===== src/design/moia_pkg.sv =====
// Shared package for the multi-op integer ALU: opcodes, status codes, widths
// and the request type passed from the front end through the queue.
// No dependencies.
package moia_pkg;

  localparam int FRAC_BITS = 16;
  localparam int DW        = 32;
  localparam int FW        = 49;
  // Divider dividend width: magnitude of a (33 bits) shifted by FRAC_BITS.
  localparam int DIVW      = 33 + FRAC_BITS;
  // Root argument width: a shifted by 2*FRAC_BITS, an even width.
  localparam int SQW       = 32 + 2 * FRAC_BITS;
  localparam int SQR       = SQW / 2;
  localparam int QDEPTH    = 4;
  localparam int QAW       = 2;

  typedef enum logic [2:0] {
    OP_NONE = 3'd0,
    OP_ADD  = 3'd1,
    OP_SUB  = 3'd2,
    OP_MUL  = 3'd3,
    OP_DIV  = 3'd4,
    OP_REM  = 3'd5,
    OP_SQRT = 3'd6,
    OP_AVG  = 3'd7
  } opcode_t;

  typedef enum logic [1:0] {
    ST_OK    = 2'd0,
    ST_BADOP = 2'd1,
    ST_DIV0  = 2'd2,
    ST_NEGRT = 2'd3
  } status_t;

  // Classified request handed from the front end to the back end.
  typedef struct packed {
    opcode_t        op;
    status_t        st;
    logic [DW-1:0]  a;
    logic [DW-1:0]  b;
  } req_t;

endpackage


===== src/design/moia_queue.sv =====
// Short request queue between front and back end (flip-flop FIFO).
// Depends on moia_pkg.
module moia_queue (
  input  logic            clk,
  input  logic            rst_n,
  input  logic            push,
  input  moia_pkg::req_t  push_req,
  input  logic            pop,
  output logic            full,
  output logic            empty,
  output moia_pkg::req_t  head
);

  moia_pkg::req_t                 mem_r [moia_pkg::QDEPTH];
  logic [moia_pkg::QAW-1:0]       wp_r, wp_nxt, rp_r, rp_nxt;
  logic [moia_pkg::QAW:0]         cnt_r, cnt_nxt;

  assign full  = (cnt_r == (moia_pkg::QAW+1)'(moia_pkg::QDEPTH));
  assign empty = (cnt_r == '0);
  assign head  = mem_r[rp_r];

  // Pointer and count update.
  always_comb begin
    wp_nxt  = push ? wp_r + 1'b1 : wp_r;
    rp_nxt  = pop ? rp_r + 1'b1 : rp_r;
    cnt_nxt = cnt_r + (moia_pkg::QAW+1)'(push) - (moia_pkg::QAW+1)'(pop);
  end

  always_ff @(posedge clk) begin
    if (!rst_n) begin
      wp_r  <= '0;
      rp_r  <= '0;
      cnt_r <= '0;
    end else begin
      wp_r  <= wp_nxt;
      rp_r  <= rp_nxt;
      cnt_r <= cnt_nxt;
    end
  end

  // Storage needs no reset.
  always_ff @(posedge clk) begin
    if (push) mem_r[wp_r] <= push_req;
  end

endmodule


===== config.mk =====
export PLATFORM = sky130hd
export DESIGN_NAME = moia_queue
export DESIGN_NICKNAME = d
export VERILOG_FILES = /design/src/design/moia_pkg.sv /design/src/design/moia_queue.sv
export SDC_FILE = /design/constraint.sdc
export NUM_CORES = 1
export LEC_CHECK = 0
export BUFFER_PORTS_ARGS = -buffer_cell sky130_fd_sc_hd__buf_2
export CORE_MARGIN = 2
export CORE_UTILIZATION = 55
export CTS_CLUSTER_SIZE = 20
export DETAILED_ROUTE_END_ITERATION = 8
export GPL_TIMING_DRIVEN = 0
export PLACE_DENSITY = 0.76
export REMOVE_ABC_BUFFERS = 1
export SYNTH_ARGS = -nofsm -noshare
export SYNTH_HDL_FRONTEND = slang
export SYNTH_SLANG_ARGS = --single-unit

===== constraint.sdc =====
create_clock -name clk -period 7.4 [get_ports clk]
set_clock_uncertainty 0.15 [all_clocks]
set_input_delay 2.22 -clock clk [delete_from_list [all_inputs] [get_ports clk]]
set_output_delay 2.22 -clock clk [all_outputs]
set_load 0.01 [all_outputs]

==> reports/results.ini <==
[min_path]
hold_path_depth = 2
holdCritPathClass = reg2reg
worstHoldStart = rp_r[1]

[final_layout]
fill_cells = 1202
fin_util = 0.665
syn_to_final_growth_pct = 19.1
drive_above_1_share = 0.452
n_antenna_cell = 0
fin_nets = 647

[global_routing]
grt_overflow = 0
grt_pass1_vias = 5015
antenna_found_initial = 1
grtUsageTotal = 0.179
grt_pass1_wl_um = 27400
grt_max_degree = 47

[sta]
relSlewSlack = 0.499
finalCriticalPeriod_ns = 4.83
drv_slew = 0
min_period_over_period = 0.652
setup_violations = 0
hold_violations = 0
whs_ns = 0.403
grt_setup_unrepaired = no
fmax_mhz = 207
tns_ns = 0
tightest_slew_ns = 0.752

[setup_path]
arrival_ns = 2.46
crit_chain = buf_16 -> mux4_2 -> buf_2
r2r_setup_slack_ns = 5.35
slowest_delay_ns = 0.85
worstSetupPathType = reg2out
reg2regPathDepth = 7
crit_buf_inv = 2
cp-start-kind = flop
path_delay_family = flip-flops
r2r_start = cnt_r[0]
r2r-end = cnt_r[2]
cp-end-kind = output port
crit_slowest_cell = dfxtp_4
critPathRequiredTime_ns = 5.03
path_max_fanout = 35

[place]
port_buffers = 143
dpl.hpwl_um = 10700
gp_congestion = 0.719

[yosys]
ys_top_cells_by_area = edfxtp_1 (80%), mux4_2 (15%), dfxtp_1 (1.7%)
syn_area_um2 = 10400
ys_seq_elements = 285
yosysWarnings = 0
synth_edf_count = 276
netlist.area_leader.share = 0.796
ys_types = 21
synthFlopType = edfxtp_1
synthMostInstantiatedCell = edfxtp_1
synth_common_cells = edfxtp_1 (276), mux4_2 (69), dfxtp_1 (9)
synthArstFlopShare = 0
postSynthAreaPerCell_um2 = 25.8
synthCells = 404
yosys.area.top_type = edfxtp_1
yosysSeqAreaShare = 0.813

[clocking]
cts_tree = yes
worst_skew_pair.late_latency_ns = 0.52
postCtsSetupRepairBufs = 0
clk_pin_slew_ns = 0.06
clockBufferDepth = 3
clock-root-buffer = clkbuf_16
clock_sinks = 285
postCtsHoldBufs = 0
cts-resized-gates = 0
htree_levels = 1
cts_buffers = 28

[power]
seqPwrFrac = 0.521
p_clk_frac = 0.389
intPower_mw = 2.88
ir_worst_vdd_uv = 214
p_switching_uw = 755
leakage_nw = 4.22
powerDensity_nw_per_um2 = 293
netSwitchingFraction = 0.208
combPwrFrac = 0.090

[drt]
ant_nets = 0
wl_per_cell_um = 21.8
first_pass_iters = 4
dr.first_iter.drc_count = 331
via_per_inst = 5.62
via_count = 4622
drt_wl_total_um = 18000
drc = 0

[floorplanning]
initial_core_util = 0.558
core-area_um2 = 18600
row_count = 50
die_w_um = 142
die_area_um2 = 20000
ios = 144
fp.dieH_um = 142

[job]
max_cap_violations = 0

[outcome]
outcome = finished clean

==> sequential cells by signal, summed over array words and instances, names as in the netlist, named ones only <==
name,cells
rp_r,2
wp_r,2
cnt_r,3
mem_r,276
==> cell families after synthesis <==
group / synth area share
fa+ha+maj: 0.00913
mux: 0.150
xor+xnor: 0.00397
compound gates: 0.00144
buf+inv: 0.0145
simple gates: 0.00721
flops: 0.813
==> metal layers <==
layer,global-route usage,vias to the layer above,part of all wire
met5,0,-,0.00039
met4,0.0342,2,0.013
met3,0.0476,20,0.071
met2,0.295,139,0.50
met1,0.249,2411,0.42
li1,-,2050,-
==> metrics by stage <==
| stage | std cells | total power [mW] | setup WS [ns] | cell area, µm² |
|---|---|---|---|---|
| after global routing | 823 | 3.76 | 2.39 | 12400 |
| after global placement | 765 | 2.25 | 0.103 | 11300 |
| after CTS | 823 | 3.67 | 2.47 | 12400 |
| after floorplan | 388 | 2.11 | 1.42 | 10300 |
| final | 823 | 3.63 | 2.57 | 12400 |
| after detailed placement | 771 | 2.26 | 3.03 | 11500 |
==> power by group through the flow <==
stage / registers, mW / logic, mW / clock network, mW
after detailed placement: 1.93 / 0.331 / 0
final: 1.89 / 0.327 / 1.41
after global placement: 1.95 / 0.307 / 0
after global routing: 1.90 / 0.354 / 1.50
after CTS: 1.90 / 0.334 / 1.44
after floorplan: 1.93 / 0.185 / 0
==> layout by cell type (no fill, tap or decap), types with 2 or more instances in the layout <==
| cell type | instances |
|---|---|
| edfxtp_1 | 276 |
| buf_2 | 143 |
| mux4_2 | 69 |
| clkbuf_16 | 29 |
| inv_1 | 7 |
| dfxtp_1 | 7 |
| ha_1 | 6 |
| clkbuf_1 | 6 |
| nor2_1 | 5 |
| clkinv_1 | 5 |
| and2_4 | 4 |
| clkbuf_8 | 4 |
| clkinv_2 | 4 |
| bufinv_16 | 3 |
| buf_16 | 3 |
| buf_12 | 3 |
| and2_1 | 2 |
| xnor2_1 | 2 |
| dfxtp_4 | 2 |
==> cell type report <==
class	instances	area, µm²	share of cell area
flip-flops and latches	285	8480	0.684
multi-input cells	96	1800	0.145
repair buffers	149	858	0.0693
clock buffers	39	803	0.0648
well taps	234	293	0.0236
clock inverters	13	136	0.0110
inverters	7	26.3	0.00212
==> worst register-to-register path: cells and delay by family, from the launching register on <==
| kind | cells | cell delay [ns] |
|---|---|---|
| buffers and inverters | 2 | 0.10 |
| and+or+nand+nor | 1 | 0.04 |
| adders and majority gates | 3 | 0.90 |
| DFF | 1 | 0.35 |
| xor gates and xnor gates | 1 | 0.39 |
==> worst max path at each step <==
stage / from / to / slack, ns / cells past startpoint
finish: flop / head[18] / 2.57 / 3
global route: flop / head[18] / 2.39 / 3
CTS: flop / head[18] / 2.47 / 3
detailed placement: flop / head[18] / 3.03 / 3
global placement: flop / head[37] / 0.10 / 2
floorplan: flop / head[0] / 1.42 / 1
(Power assumes the default switching activity.)
