==> config.mk <==
export PLATFORM = sky130hd
export DESIGN_NAME = moia_front
export DESIGN_NICKNAME = d
export VERILOG_FILES = /design/src/design/moia_pkg.sv /design/src/design/moia_front.sv
export SDC_FILE = /design/constraint.sdc
export NUM_CORES = 1
export LEC_CHECK = 0
export BUFFER_PORTS_ARGS = -buffer_cell sky130_fd_sc_hd__buf_4
export CAP_MARGIN = 5
export CORE_AREA = 4 4 55 57
export DETAILED_ROUTE_END_ITERATION = 16
export DIE_AREA = 0 0 59 61
export PLACE_DENSITY = 0.85
export SLEW_MARGIN = 20
export SYNTH_ARGS = -nofsm -noshare
export SYNTH_HDL_FRONTEND = slang
export SYNTH_SLANG_ARGS = --single-unit
==> constraint.sdc <==
create_clock -name vclk -period 2.1
set_input_delay 0.315 -clock vclk [all_inputs]
set_output_delay 0.315 -clock vclk [all_outputs]
set_load 0.01 [all_outputs]
==> src/design/moia_pkg.sv <==
// Shared package for the multi-op integer ALU: opcodes, status codes, widths
// and the request type passed from the front end through the queue.
// No dependencies.
package moia_pkg;

  localparam int FRAC_BITS = 16;
  localparam int DW        = 32;
  localparam int FW        = 49;
  // Divider dividend width: magnitude of a (33 bits) shifted by FRAC_BITS.
  localparam int DIVW      = 33 + FRAC_BITS;
  // Root argument width: a shifted by 2*FRAC_BITS, an even width.
  localparam int SQW       = 32 + 2 * FRAC_BITS;
  localparam int SQR       = SQW / 2;
  localparam int QDEPTH    = 4;
  localparam int QAW       = 2;

  typedef enum logic [2:0] {
    OP_NONE = 3'd0,
    OP_ADD  = 3'd1,
    OP_SUB  = 3'd2,
    OP_MUL  = 3'd3,
    OP_DIV  = 3'd4,
    OP_REM  = 3'd5,
    OP_SQRT = 3'd6,
    OP_AVG  = 3'd7
  } opcode_t;

  typedef enum logic [1:0] {
    ST_OK    = 2'd0,
    ST_BADOP = 2'd1,
    ST_DIV0  = 2'd2,
    ST_NEGRT = 2'd3
  } status_t;

  // Classified request handed from the front end to the back end.
  typedef struct packed {
    opcode_t        op;
    status_t        st;
    logic [DW-1:0]  a;
    logic [DW-1:0]  b;
  } req_t;

endpackage

==> src/design/moia_front.sv <==
// Front end: takes requests, classifies them and checks error conditions.
// Depends on moia_pkg.
module moia_front (
  input  logic                 in_start,
  input  logic [2:0]           in_opcode,
  input  logic signed [31:0]   in_operand_a,
  input  logic signed [31:0]   in_operand_b,
  input  logic                 q_full,
  output logic                 busy,
  output logic                 push,
  output moia_pkg::req_t       push_req
);

  logic [2:0] cls_op;

  // The front end stalls only when the queue has no room.
  assign busy = q_full;
  assign push = in_start && !q_full;
  assign cls_op = in_opcode;

  // Classify the request and flag errors up front.
  always_comb begin
    push_req.op = moia_pkg::opcode_t'(cls_op);
    push_req.a  = in_operand_a;
    push_req.b  = in_operand_b;
    push_req.st = moia_pkg::ST_OK;
    unique case (moia_pkg::opcode_t'(cls_op))
      moia_pkg::OP_NONE: push_req.st = moia_pkg::ST_BADOP;
      moia_pkg::OP_DIV, moia_pkg::OP_REM: begin
        if (in_operand_b == '0) push_req.st = moia_pkg::ST_DIV0;
      end
      moia_pkg::OP_SQRT: begin
        if (in_operand_a[31]) push_req.st = moia_pkg::ST_NEGRT;
      end
      default: push_req.st = moia_pkg::ST_OK;
    endcase
  end

endmodule

==> out/summary.txt, run 1 <==
GP Congestion -> 0.551
syn avg cell area -> 7.27 um2
status -> finished, final reports clean
count leader, synth -> buf_4
DR DRC count -> 0
Worst setup EP type -> primary output
setup bufs post-CTS -> 0
Die Wd -> 59 um
post-route insts no fill -> 126
Chip Height -> 61 um
seq_cells -> 0
max_cap viols -> 0
core area -> 0.00248 mm2
commonest non-fill, non-tap cells in the layout -> 78 x buf_4, 7 x nor4_1, 2 x nand3_1
hold wc startpoint -> in_operand_a[6]
Layout area overhead -> 18.0%
CP Max Fanout -> 2
first-pass GRT wire length -> 2240 um
Mapped Area -> 626 um2
DR WL/cell -> 13.7 um
Most Used Layer, Global Route -> met2
Site Rows -> 18
post-layout worst setup margin -> 453 ps
Post-synth top cells -> 68 x buf_4, 7 x nor4_1, 2 x nand3_1
net count after synthesis -> 155
Post-Synthesis Cells -> 86
vias -> 526
vias in the first global route -> 477
post-synth top area share -> 81.6%
Pwr Density -> 210 mW/mm2
Distinct cells, synth -> 12
met2 usage -> 15.1%
Layout Nets -> 167
Worst Hold End -> push_req[38]
Total GRT Usage -> 7.72%
fin crit period -> 1650 ps
RSZ-0062 raised after global routing -> no
critical path type -> in -> out
hold depth -> 0
Pleak -> 0.394 nW
VDD IR max -> 0.0863 mV
final worst path period share -> 78.4%
Congestion Overflow GR -> 0
initial antenna violation count -> 0
Slew @ Worst Pin -> 392 ps
yosys warns -> 0
Worst Path Required -> 1780 ps
number of fill cells -> 283
Register Area -> 0 um2
fin. max-slew vios -> 0
total power -> 0.155 mW
final WL -> 1720 um
I/O Pins -> 140
Initial Util -> 25.3%
count of final setup violators -> 0
largest net degree at the start of global routing -> 6
met3 Use GR -> 2.34%
layout cells sized above 1 -> 82.3%
Antenna Violating Nets Remaining -> 0
HPWL after DPL -> 1620 um
Iter 0 DRT Violations -> 29
most common cell after layout, fill and taps aside -> buf_4
CP Data Arrival Time -> 1330 ps
# placed instances -> 126
Port Buffers -> 78
via-per-instance ratio -> 4.17
Synth area leader -> buf_4
Die Area -> 0.00360 mm2
Fin Setup TNS -> 0 ps
Worst slew margin -> 73.7%
antenna cells -> 0
Placement Setup Slack -> 455 ps
clock buffers -> 0
Hold Vio Cnt, Final -> 0
Post-CTS Resized -> 0
DRT Pass-1 Iters -> 4
Startpoint Class -> input port
sequential fraction of the synthesis area -> 0%
Synth area leaders -> buf_4 82%, nor4_1 7.0%, o31ai_2 2.0%
HP Class -> in -> out
# hold bufs at CTS -> 0
met1 GRT Util -> 7.14%
FMAX -> 0.607 GHz
post-layout util -> 29.8%
per-layer routing:
layer | vias up | share of wire [%]
met5 | - | 0
met3 | 12 | 22
li1 | 238 | -
met2 | 54 | 51
met1 | 222 | 24
met4 | 0 | 3.5
cell families after synthesis:
group / synth area share, %
buffers and inverters: 81.6
AND/OR/NAND/NOR: 15.6
AO/OA/AOI/OAI: 2.80
stage by stage:
| step | instance area (um2) | hold slack, ps |
|---|---|---|
| finish | 738 | 630 |
| global placement | 738 | 630 |
| detailed placement | 738 | 630 |
| floorplan | 626 | 674 |
| CTS | 738 | 630 |
| global route | 738 | 630 |
where the power goes:
part	internal (mW)	leakage, nW	total [mW]	switching [mW]
Combinational	0.0959	0.394	0.155	0.0592
Clock	0	0	0	0
Sequential	0	0	0	0
Total	0.0959	0.394	0.155	0.0592
area by class of cell:
type | instances | area (um2) | share of cell area [%]
multi-input cells | 18 | 115 | 15.6
well taps | 30 | 37.5 | 5.08
repair buffers | 78 | 586 | 79.3
worst max-delay path by stage:
stage / endpoint / start / depth (start not counted)
6_report: push_req[65] / in_operand_b[10] / 5
3_3_place_gp: push_req[65] / in_operand_b[10] / 5
3_5_place_dp: push_req[65] / in_operand_b[10] / 5
4_1_cts: push_req[65] / in_operand_b[10] / 5
5_1_grt: push_req[65] / in_operand_b[10] / 5
2_1_floorplan: push_req[65] / in_operand_b[17] / 3
critical path, cell delays in order:
cell,delay [ps]
buf_4,110
nor4_1,400
nand2_1,110
o31ai_2,240
buf_4,150
(Power assumes the default switching activity.)
==> run 2: changes to the inputs <==
Settings changed: ABC_AREA set to 1, CORE_AREA 4 4 55 57 to 4 4 57 59, DIE_AREA 0 0 59 61 to 0 0 61 63, PLACE_DENSITY 0.85 to 0.81.
Clock period 2.1 ns to 1.6 ns, I/O delays scaled along.
==> out/summary.txt, run 2 <==
Mapped Area -> 659 um2
Synth area leaders -> buf_4 77%, nor2_1 12%, nand2_1 2.8%
DR WL/cell -> 11.9 um
Worst setup EP type -> primary output
HPWL after DPL -> 1630 um
Worst Path Required -> 1360 ps
vias -> 564
hold depth -> 0
first-pass GRT wire length -> 2130 um
CP max stage cell -> buf_4
final WL -> 1700 um
Layout Nets -> 183
Total GRT Usage -> 6.93%
Post-Synthesis Cells -> 102
CP bufs+invs -> 2
max_cap viols -> 0
largest net degree at the start of global routing -> 5
Site Rows -> 19
status -> finished, final reports clean
syn avg cell area -> 6.46 um2
Die Wd -> 61 um
net count after synthesis -> 171
Slowest Stage Delay on Critical Path -> 110 ps
# hold bufs at CTS -> 0
Iter 0 DRT Violations -> 5
total power -> 0.207 mW
post-layout util -> 28.5%
Synth area leader -> buf_4
fin. max-slew vios -> 0
HP Class -> in -> out
Largest delay share family, worst path -> simple AND/OR/NAND/NOR gates
count leader, synth -> buf_4
Antenna Violating Nets Remaining -> 0
Hold Vio Cnt, Final -> 0
initial antenna violation count -> 0
Congestion Overflow GR -> 0
Register Area -> 0 um2
fin crit period -> 1210 ps
Die Area -> 0.00384 mm2
setup bufs post-CTS -> 0
DRT Pass-1 Iters -> 4
Port Buffers -> 78
critical path type -> in -> out
Post-CTS Resized -> 0
Pwr Density -> 268 mW/mm2
commonest non-fill, non-tap cells in the layout -> 78 x buf_4, 21 x nor2_1, 5 x nand2_1
core area -> 0.00271 mm2
Layout area overhead -> 17.3%
most common cell after layout, fill and taps aside -> buf_4
Pleak -> 0.445 nW
via-per-instance ratio -> 3.94
count of final setup violators -> 0
post-layout worst setup margin -> 393 ps
CP Max Fanout -> 2
Chip Height -> 63 um
layout cells sized above 1 -> 70.5%
clock buffers -> 0
Distinct cells, synth -> 9
RSZ-0062 raised after global routing -> no
Post-synth top cells -> 68 x buf_4, 21 x nor2_1, 5 x nand2_1, 2 x inv_1, 2 x nand4_1
post-synth top area share -> 77.4%
Initial Util -> 24.3%
Startpoint Class -> input port
Fin Setup TNS -> 0 ps
yosys warns -> 0
I/O Pins -> 140
DR DRC count -> 0
CP most frequent cell -> nand2_1
GP Congestion -> 0.651
sequential fraction of the synthesis area -> 0%
Slew @ Worst Pin -> 205 ps
Placement Setup Slack -> 358 ps
Worst slew margin -> 86.2%
CP Cell Sequence -> buf_4, nor2_1, nand2_1, nor2_1, nand2_1, nor2_1, nand2_1, nand2_1, buf_4
VDD IR max -> 0.0969 mV
CP Data Arrival Time -> 970 ps
antenna cells -> 0
final worst path period share -> 75.4%
Worst path depth -> 9
seq_cells -> 0
vias in the first global route -> 519
FMAX -> 0.828 GHz
[run 2: cell types whose count changed after synthesis, sizes merged, moves of 2 or more]
cell,before,now
nor2,1,21
nand4,1,3
nor4,7,0
inv,0,2
nand2,1,5
[run 2: cells by family (layout without fill, tap and decap cells)]
kind of cell | Yosys count | after routing | share of synthesized area [%]
buf+inv | 70 | 80 | 78.6
compound gates | 1 | 1 | 1.14
simple gates | 31 | 31 | 20.3
[run 2: per-stage QoR]
stage	cells	cell area (um2)	hold WS (ps)
CTS	143	773	480
detailed placement	143	773	480
finish	143	773	480
global placement	143	773	480
global route	143	773	480
floorplan	102	659	528
[run 2: metal layers]
layer,up-vias,wire length (um),GRT usage (%)
met5,-,0,0
met4,0,102,3.79
met3,18,309,1.86
met2,58,843,13.4
met1,221,444,5.98
li1,267,-,-
[run 2: cell type report]
| cell class | instances | area [um2] |
|---|---|---|
| Multi-Input combinational cell | 32 | 141 |
| Tap cell | 31 | 38.8 |
| Timing Repair Buffer | 78 | 586 |
| Inverter | 2 | 7.51 |
| Fill cell | 301 | 1940 |
[run 2: path summary, 6_finish.rpt]
kind	start	endpoint	slack, ps
max	in_operand_b[29]	push_req[65]	390
min	in_operand_a[6]	push_req[38]	480
[run 2: power breakdown]
group,internal (mW),total (mW),switching (mW)
clock,0,0,0
combinational,0.127,0.207,0.0799
sequential,0,0,0
total,0.127,0.207,0.0799
